$ cat config.mk
export PLATFORM = sky130hd
export DESIGN_NAME = hsv_to_rgb_converter
export DESIGN_NICKNAME = d
export VERILOG_FILES = /design/src/hw/rtl/hsvrgb_pkg.sv /design/src/hw/rtl/hsvrgb_ctrl.sv /design/src/hw/rtl/hsvrgb_hue.sv /design/src/hw/rtl/hsvrgb_chan.sv /design/src/hw/rtl/hsv_to_rgb_converter.sv
export SDC_FILE = /design/constraint.sdc
export NUM_CORES = 2
export LEC_CHECK = 0
export ABC_AREA = 1
export BUFFER_PORTS_ARGS = -buffer_cell sky130_fd_sc_hd__buf_4
export CAP_MARGIN = 25
export CORE_UTILIZATION = 65
export DETAILED_ROUTE_END_ITERATION = 8
export PLACE_DENSITY = 0.91
export REMOVE_ABC_BUFFERS = 1
export SLEW_MARGIN = 20
export SYNTH_ARGS = -nofsm -noshare
export SYNTH_HDL_FRONTEND = slang
export SYNTH_HIERARCHICAL = 1
export SYNTH_SLANG_ARGS = --single-unit
$ cat constraint.sdc
create_clock -name clk -period 11.2 [get_ports clk]
set_input_delay 1.12 -clock clk [delete_from_list [all_inputs] [get_ports clk]]
set_output_delay 1.12 -clock clk [all_outputs]
set_load 0.005 [all_outputs]
$ cat src/hw/rtl/hsvrgb_pkg.sv
package hsvrgb_pkg;

  localparam int NUM_STAGES = 7;

  // Q4.8 unit and the hue scale in 1/16 degree.
  localparam logic [8:0]  UNIT_ONE   = 9'd256;
  localparam logic [9:0]  HUE_SECTOR = 10'd960;
  localparam logic [6:0]  SECTORS    = 7'd6;

  // Six full turns lift any 16-bit hue into positive range before the wrap.
  localparam logic [16:0] HUE_BIAS   = 17'd34560;

  // Reciprocals: (y * 4370) >> 16 is floor(y / 15) for y below 4096,
  // and (q * 43) >> 8 is floor(q / 6) for q up to 70.
  localparam logic [12:0] RECIP_15   = 13'd4370;
  localparam logic [5:0]  RECIP_6    = 6'd43;

  // One in the fraction scale: 256 (saturation) times 960 (hue sector).
  localparam logic [17:0] FRAC_ONE   = 18'd245760;

  typedef logic [2:0] sector_t;

  localparam sector_t SEC_RED     = 3'd0;
  localparam sector_t SEC_YELLOW  = 3'd1;
  localparam sector_t SEC_GREEN   = 3'd2;
  localparam sector_t SEC_CYAN    = 3'd3;
  localparam sector_t SEC_BLUE    = 3'd4;
  localparam sector_t SEC_MAGENTA = 3'd5;

  typedef struct packed {
    logic [NUM_STAGES-1:0] en;
    logic [NUM_STAGES-1:0] vld;
  } pipe_ctrl_t;

  function automatic logic [8:0] clamp_unit(input logic signed [11:0] x);
    logic [8:0] res;
    if (x[11]) begin
      res = '0;
    end else if (x > 12'sd256) begin
      res = UNIT_ONE;
    end else begin
      res = x[8:0];
    end
    return res;
  endfunction

endpackage

$ cat src/hw/rtl/hsvrgb_ctrl.sv
module hsvrgb_ctrl
  import hsvrgb_pkg::*;
(
  input  logic       clk,
  input  logic       rst_n,
  input  logic       in_valid,
  input  logic       out_stall,
  output logic       in_stall,
  output pipe_ctrl_t ctrl
);

  logic [NUM_STAGES-1:0] vld_r;
  logic [NUM_STAGES-1:0] en;

  // A stage loads when it is empty or when the stage after it moves on,
  // so bubbles close up while the receiver stalls.
  always_comb begin
    en[NUM_STAGES-1] = !vld_r[NUM_STAGES-1] || !out_stall;
    for (int k = NUM_STAGES - 2; k >= 0; k--) begin
      en[k] = !vld_r[k] || en[k+1];
    end
  end

  always_ff @(posedge clk) begin
    if (!rst_n) begin
      vld_r <= '0;
    end else begin
      if (en[0]) begin
        vld_r[0] <= in_valid;
      end
      for (int k = 1; k < NUM_STAGES; k++) begin
        if (en[k]) begin
          vld_r[k] <= vld_r[k-1];
        end
      end
    end
  end

  assign in_stall = !en[0];
  assign ctrl.en  = en;
  assign ctrl.vld = vld_r;

endmodule

$ cat src/hw/rtl/hsvrgb_hue.sv
module hsvrgb_hue
  import hsvrgb_pkg::*;
(
  input  logic               clk,
  input  pipe_ctrl_t         ctrl,
  input  logic signed [15:0] in_hue,
  input  logic signed [11:0] in_saturation,
  input  logic signed [11:0] in_brightness,
  input  logic               in_hue_invalid,
  output logic [9:0]         hue_frac,
  output logic [6:0]         hue_quo,
  output logic [3:0]         hue_quo6,
  output logic [8:0]         hue_sat,
  output logic [8:0]         hue_val,
  output logic               hue_inv
);

  // Stage 1: clamp and bias.
  logic [16:0] s1_x_r;
  logic [8:0]  s1_s_r, s1_v_r;
  logic        s1_inv_r;

  // Stage 2: quotient by the sector width.
  logic [16:0] s2_x_r;
  logic [6:0]  s2_q_r;
  logic [8:0]  s2_s_r, s2_v_r;
  logic        s2_inv_r;

  // Stage 3: fraction within the sector and quotient by six.
  logic [9:0]  s3_f_r;
  logic [6:0]  s3_q_r;
  logic [3:0]  s3_d_r;
  logic [8:0]  s3_s_r, s3_v_r;
  logic        s3_inv_r;

  logic [23:0] y_prod;
  logic [16:0] q960;
  logic [16:0] frac_full;
  logic [11:0] q43;

  always_ff @(posedge clk) begin
    if (ctrl.en[0]) begin
      s1_x_r   <= {in_hue[15], in_hue} + HUE_BIAS;
      s1_s_r   <= clamp_unit(in_saturation);
      s1_v_r   <= clamp_unit(in_brightness);
      s1_inv_r <= in_hue_invalid;
    end
  end

  // 960 is 64 * 15: drop six bits, then divide by fifteen.
  assign y_prod = {13'd0, s1_x_r[16:6]} * {11'd0, RECIP_15};

  always_ff @(posedge clk) begin
    if (ctrl.en[1]) begin
      s2_x_r   <= s1_x_r;
      s2_q_r   <= y_prod[22:16];
      s2_s_r   <= s1_s_r;
      s2_v_r   <= s1_v_r;
      s2_inv_r <= s1_inv_r;
    end
  end

  assign q960      = {10'd0, s2_q_r} * {7'd0, HUE_SECTOR};
  assign frac_full = s2_x_r - q960;
  assign q43       = {5'd0, s2_q_r} * {6'd0, RECIP_6};

  always_ff @(posedge clk) begin
    if (ctrl.en[2]) begin
      s3_f_r   <= frac_full[9:0];
      s3_q_r   <= s2_q_r;
      s3_d_r   <= q43[11:8];
      s3_s_r   <= s2_s_r;
      s3_v_r   <= s2_v_r;
      s3_inv_r <= s2_inv_r;
    end
  end

  assign hue_frac = s3_f_r;
  assign hue_quo  = s3_q_r;
  assign hue_quo6 = s3_d_r;
  assign hue_sat  = s3_s_r;
  assign hue_val  = s3_v_r;
  assign hue_inv  = s3_inv_r;

endmodule

$ cat src/hw/rtl/hsvrgb_chan.sv
module hsvrgb_chan
  import hsvrgb_pkg::*;
(
  input  logic       clk,
  input  pipe_ctrl_t ctrl,
  input  logic [9:0] hue_frac,
  input  logic [6:0] hue_quo,
  input  logic [3:0] hue_quo6,
  input  logic [8:0] hue_sat,
  input  logic [8:0] hue_val,
  input  logic       hue_inv,
  output logic [7:0] red,
  output logic [7:0] green,
  output logic [7:0] blue
);

  // Stage 4: sector, s*f, s*(1-f) and v*(1-s).
  sector_t     s4_sector_r;
  logic [17:0] s4_wq_r, s4_wt_r;
  logic [16:0] s4_pprod_r;
  logic [8:0]  s4_v_r;
  logic        s4_inv_r;

  // Stage 5: v*(1-s*f) and v*(1-s*(1-f)), finished p and v channels.
  sector_t     s5_sector_r;
  logic [25:0] s5_xq_r, s5_xt_r;
  logic [7:0]  s5_cp_r, s5_cv_r;
  logic        s5_inv_r;

  // Stage 6: scaled by 255 and divided by 2^22.
  sector_t     s6_sector_r;
  logic [11:0] s6_yq_r, s6_yt_r;
  logic [7:0]  s6_cp_r, s6_cv_r;
  logic        s6_inv_r;

  // Stage 7: output registers.
  logic [7:0]  red_r, green_r, blue_r;

  logic [6:0]  d6;
  logic [6:0]  sec_diff;
  logic [9:0]  frac_rest;
  logic [17:0] numq, numt;
  logic [24:0] p255;
  logic [16:0] v255;
  logic [33:0] xq255, xt255;
  logic [24:0] cq_prod, ct_prod;
  logic [7:0]  cq, ct;
  logic [7:0]  red_nxt, green_nxt, blue_nxt;

  assign d6        = {3'd0, hue_quo6} * SECTORS;
  assign sec_diff  = hue_quo - d6;
  assign frac_rest = HUE_SECTOR - hue_frac;

  always_ff @(posedge clk) begin
    if (ctrl.en[3]) begin
      s4_sector_r <= sec_diff[2:0];
      s4_wq_r     <= {9'd0, hue_sat} * {8'd0, hue_frac};
      s4_wt_r     <= {9'd0, hue_sat} * {8'd0, frac_rest};
      s4_pprod_r  <= {8'd0, hue_val} * {8'd0, UNIT_ONE - hue_sat};
      s4_v_r      <= hue_val;
      s4_inv_r    <= hue_inv;
    end
  end

  assign numq = FRAC_ONE - s4_wq_r;
  assign numt = FRAC_ONE - s4_wt_r;
  assign p255 = {s4_pprod_r, 8'd0} - {8'd0, s4_pprod_r};
  assign v255 = {s4_v_r, 8'd0} - {8'd0, s4_v_r};

  always_ff @(posedge clk) begin
    if (ctrl.en[4]) begin
      s5_sector_r <= s4_sector_r;
      s5_xq_r     <= {17'd0, s4_v_r} * {8'd0, numq};
      s5_xt_r     <= {17'd0, s4_v_r} * {8'd0, numt};
      s5_cp_r     <= p255[23:16];
      s5_cv_r     <= v255[15:8];
      s5_inv_r    <= s4_inv_r;
    end
  end

  // Dividing by 256 * 245760 is a shift by 22 followed by a divide by 15.
  assign xq255 = {s5_xq_r, 8'd0} - {8'd0, s5_xq_r};
  assign xt255 = {s5_xt_r, 8'd0} - {8'd0, s5_xt_r};

  always_ff @(posedge clk) begin
    if (ctrl.en[5]) begin
      s6_sector_r <= s5_sector_r;
      s6_yq_r     <= xq255[33:22];
      s6_yt_r     <= xt255[33:22];
      s6_cp_r     <= s5_cp_r;
      s6_cv_r     <= s5_cv_r;
      s6_inv_r    <= s5_inv_r;
    end
  end

  assign cq_prod = {13'd0, s6_yq_r} * {12'd0, RECIP_15};
  assign ct_prod = {13'd0, s6_yt_r} * {12'd0, RECIP_15};
  assign cq      = cq_prod[23:16];
  assign ct      = ct_prod[23:16];

  always_comb begin
    if (s6_inv_r) begin
      red_nxt   = s6_cv_r;
      green_nxt = s6_cv_r;
      blue_nxt  = s6_cv_r;
    end else begin
      unique case (s6_sector_r)
        SEC_RED: begin
          red_nxt = s6_cv_r; green_nxt = ct;      blue_nxt = s6_cp_r;
        end
        SEC_YELLOW: begin
          red_nxt = cq;      green_nxt = s6_cv_r; blue_nxt = s6_cp_r;
        end
        SEC_GREEN: begin
          red_nxt = s6_cp_r; green_nxt = s6_cv_r; blue_nxt = ct;
        end
        SEC_CYAN: begin
          red_nxt = s6_cp_r; green_nxt = cq;      blue_nxt = s6_cv_r;
        end
        SEC_BLUE: begin
          red_nxt = ct;      green_nxt = s6_cp_r; blue_nxt = s6_cv_r;
        end
        default: begin
          red_nxt = s6_cv_r; green_nxt = s6_cp_r; blue_nxt = cq;
        end
      endcase
    end
  end

  always_ff @(posedge clk) begin
    if (ctrl.en[6]) begin
      red_r   <= red_nxt;
      green_r <= green_nxt;
      blue_r  <= blue_nxt;
    end
  end

  assign red   = red_r;
  assign green = green_r;
  assign blue  = blue_r;

endmodule

$ cat src/hw/rtl/hsv_to_rgb_converter.sv
// HSV to RGB converter for a pixel stream.
//
// Input channel (in_*): a hue in 1/16 degree, wrapped into one turn, and
// saturation and value in signed Q4.8, clamped to 0..1.0. When
// in_hue_invalid is set, the pixel comes out grey at the value level.
// Output channel (out_*): 8-bit red, green and blue, each floor(x * 255).
// A beat moves on a channel at a clock edge where valid is high and stall
// is low.
//
// The datapath is a seven-stage pipeline: a beat accepted into the first
// stage passes through each stage register in order to the output
// registers, and one beat is taken every cycle while out_stall is low.
// The stages are bounded by the reciprocal multiplies and the 34-bit
// scale by 255 ahead of the final divide by fifteen.
// A stall from the receiver holds the last stage; earlier stages keep
// filling empty slots, and in_stall rises only once the beat in the first
// stage has nowhere to go. Synchronous reset empties the pipeline; the
// data registers are not cleared.
module hsv_to_rgb_converter
  import hsvrgb_pkg::*;
(
  input  logic               clk,
  input  logic               rst_n,
  input  logic               in_valid,
  output logic               in_stall,
  input  logic signed [15:0] in_hue,
  input  logic signed [11:0] in_saturation,
  input  logic signed [11:0] in_brightness,
  input  logic               in_hue_invalid,
  output logic               out_valid,
  input  logic               out_stall,
  output logic [7:0]         out_red,
  output logic [7:0]         out_green,
  output logic [7:0]         out_blue
);

  pipe_ctrl_t ctrl;
  logic [9:0] hue_frac;
  logic [6:0] hue_quo;
  logic [3:0] hue_quo6;
  logic [8:0] hue_sat;
  logic [8:0] hue_val;
  logic       hue_inv;

  hsvrgb_ctrl u_ctrl (
    .clk       (clk),
    .rst_n     (rst_n),
    .in_valid  (in_valid),
    .out_stall (out_stall),
    .in_stall  (in_stall),
    .ctrl      (ctrl)
  );

  hsvrgb_hue u_hue (
    .clk            (clk),
    .ctrl           (ctrl),
    .in_hue         (in_hue),
    .in_saturation  (in_saturation),
    .in_brightness  (in_brightness),
    .in_hue_invalid (in_hue_invalid),
    .hue_frac       (hue_frac),
    .hue_quo        (hue_quo),
    .hue_quo6       (hue_quo6),
    .hue_sat        (hue_sat),
    .hue_val        (hue_val),
    .hue_inv        (hue_inv)
  );

  hsvrgb_chan u_chan (
    .clk      (clk),
    .ctrl     (ctrl),
    .hue_frac (hue_frac),
    .hue_quo  (hue_quo),
    .hue_quo6 (hue_quo6),
    .hue_sat  (hue_sat),
    .hue_val  (hue_val),
    .hue_inv  (hue_inv),
    .red      (out_red),
    .green    (out_green),
    .blue     (out_blue)
  );

  assign out_valid = ctrl.vld[NUM_STAGES-1];

`ifndef SYNTHESIS
  // With the receiver taking beats, every stage advances and the input
  // is never held off.
  a_no_stall_without_backpressure: assert property (
    @(posedge clk) disable iff (!rst_n)
    !out_stall |-> !in_stall
  ) else $error("input stalled while the output drains freely");

  // The reciprocal divide must leave a fraction inside one sector.
  a_frac_in_sector: assert property (
    @(posedge clk) disable iff (!rst_n)
    ctrl.vld[2] |-> (hue_frac < HUE_SECTOR)
  ) else $error("hue fraction outside the sector width");

  // The quotient by six must leave a sector number from zero to five.
  a_sector_range: assert property (
    @(posedge clk) disable iff (!rst_n)
    ctrl.vld[2] |-> (({3'd0, hue_quo6} * SECTORS) <= hue_quo) &&
                    ((hue_quo - {3'd0, hue_quo6} * SECTORS) < SECTORS)
  ) else $error("sector number out of range");
`endif

endmodule
==> impl_metrics.yaml <==
status:
  status: "finished, final reports clean"
timing:
  finalCriticalPeriod_ps: 6320
  fin_tns_setup_ps: 0
  finClkSkew_ps: 39.5
  rsz0062_at_grt: "false"
  tightest_slew_ps: 964
  setup_viol: 0
  setup_slack_ps: 4880
  fin_crit_sh_pct: 56.4
  drv_slew: 0
  fmax_ghz: 0.158
  final-hold-violation-count: 0
  slew_headroom_pct: 35.8
power:
  vdd_drop_max_mv: 0.406
  total_power_uw: 8150
  p_leak_uw: 0.0215
  power_density_nw_per_um2: 204
worst_setup_path:
  crit_path_frequent_cell: "nand2_1"
  r2r_end: "u_chan/s5_xq_r[23]"
  start_kind: "flop"
  rrSetupSlack_ps: 4880
  worstPathRequired_ps: 11500
  worstReg2RegStart: "u_chan/s4_wq_r[0]"
  cp-end-kind: "flop"
  slowest_delay_ps: 580
  crit_arrival_ps: 6610
  cp_max_fo: 12
  ff2ff_path_depth: 29
  critPathKind: "reg2reg"
  crit_slowest_cell: "edfxtp_1"
die:
  start_util_pct: 66.1
  fp.dieW_um: 242
  fp.coreArea_um2: 56700
  die_area_um2: 58600
  rows: 87
  die_h_um: 242
  io_pins: 71
cts:
  clock-sinks: 317
  cts_resized: 0
  htreeDepth: 2
  cts-root-buf: "clkbuf_16"
  cts-buffers-inserted: 36
  cts_buffer_depth: 3
  clk_latency_ps: 560
  cts_tree: "done"
  clk_pin_slew_worst_paths_ps: 60
  hold_buffers: 0
  post_cts_buffers: 0
drt:
  wirelength_mm: 85.2
  drc_errors: 0
  vias: 29400
  drtIter0Drc: 2151
  post_drt_wl_per_cell_um: 16.4
  via_per_inst: 5.66
  final_antenna_net_count: 0
  dr.pass1.iters: 8
layout:
  syn_to_final_growth_pct: 6.57
  multi_input_area_um2: 24100
  seq_area_um2: 9450
  fillerInstances: 3989
  layout_common_cells: "inv_1 (971), nand2_1 (863), ha_1 (444)"
  n_antenna_cell: 0
  final_cells: 5200
  fin_area_um2: 40000
  fin_nets: 5322
  drive_above_1_share_pct: 5.13
  mostFrequentLayoutCell: "inv_1"
grt:
  antenna_found_initial: 0
  grt_pass1_wl_mm: 142
  grt.total_usage_pct: 29.6
  grt_max_degree: 74
  grt_pass1_vias: 30600
  grt_overflow: 0
worst_hold_path:
  min_path_type: "reg2reg"
  hold_end: "u_hue/hue_sat[2]"
  min_from: "u_hue/s2_s_r[2]"
  hold_depth: 0
logic_synthesis:
  syn_area_um2: 37500
  yosysWarnings: 6
  syn_inst: 4371
  syn_avg_cell_area_um2: 8.58
placed_design:
  dp_hpwl_mm: 68.3
  place_area_um2: 38800
  pre_cts_slack_ps: 5010
  io_buffers: 70
  place_inst: 5133
  gp_congestion: 0.955
flow_run:
  maxCapViolCount: 0
-- worst max-delay path, delay by kind of cell, from the launching register on --
| kind | cells | cell delay [ps] |
|---|---|---|
| xor gates and xnor gates | 1 | 580 |
| adders and majority gates | 6 | 2450 |
| buffers and inverters | 6 | 590 |
| AOI/OAI and AO/OA | 1 | 290 |
| DFF | 1 | 580 |
| and+or+nand+nor | 15 | 1570 |
-- stage by stage --
stage	hold WS, ps	utilization (%)
after floorplan	400	-
after global placement	400	68.3
after detailed placement	405	68.4
after CTS	413	70.4
after global routing	421	70.4
final	412	70.4
-- cell type report --
| cell class | count | area share, % |
|---|---|---|
| clock buffer | 44 | 2.38 |
| tap | 756 | 2.37 |
| inverter | 983 | 9.24 |
| multi-input combinational | 2993 | 60.2 |
| timing repair buffer | 87 | 1.72 |
| sequential | 317 | 23.7 |
| clock inverter | 20 | 0.432 |
-- power by group --
part	switching (µW)	internal [µW]
sequential	266	1690
combinational	3220	1850
clock	487	638
total	3970	4170
-- worst max path at each step --
stage / from / end / slack [ps] / cells past startpoint
after floorplan: u_chan/s4_wq_r[0] / u_chan/s5_xq_r[23] / 5800 / 28
after global placement: u_chan/s4_wq_r[0] / u_chan/s5_xq_r[23] / 5300 / 29
after detailed placement: u_chan/s4_wq_r[0] / u_chan/s5_xq_r[23] / 5010 / 29
after CTS: u_chan/s4_wq_r[0] / u_chan/s5_xq_r[23] / 4980 / 29
after global routing: u_chan/s4_wq_r[0] / u_chan/s5_xq_r[23] / 4390 / 29
final: u_chan/s4_wq_r[0] / u_chan/s5_xq_r[23] / 4880 / 29
-- flip-flops by register name, indices dropped and copies added (netlist names), 10 cells and up --
name	cells
u_chan/s6_yq_r	12
u_chan/s5_xt_r	25
u_hue/s1_x_r	17
u_chan/s4_pprod_r	17
u_hue/s2_x_r	10
u_chan/s4_wq_r	18
u_hue/hue_frac	10
u_chan/s6_yt_r	12
u_chan/s5_xq_r	26
u_chan/s4_wt_r	17
-- layer usage --
metal	vias to the layer above	GRT usage [%]	part of all wire [%]
li1	13800	-	-
met1	13900	36.2	39
met2	1437	51.8	49
met3	320	4.56	7.8
met4	0	13.2	4.3
met5	-	0	0
No activity file was read; power rests on OpenSTA's default activity.
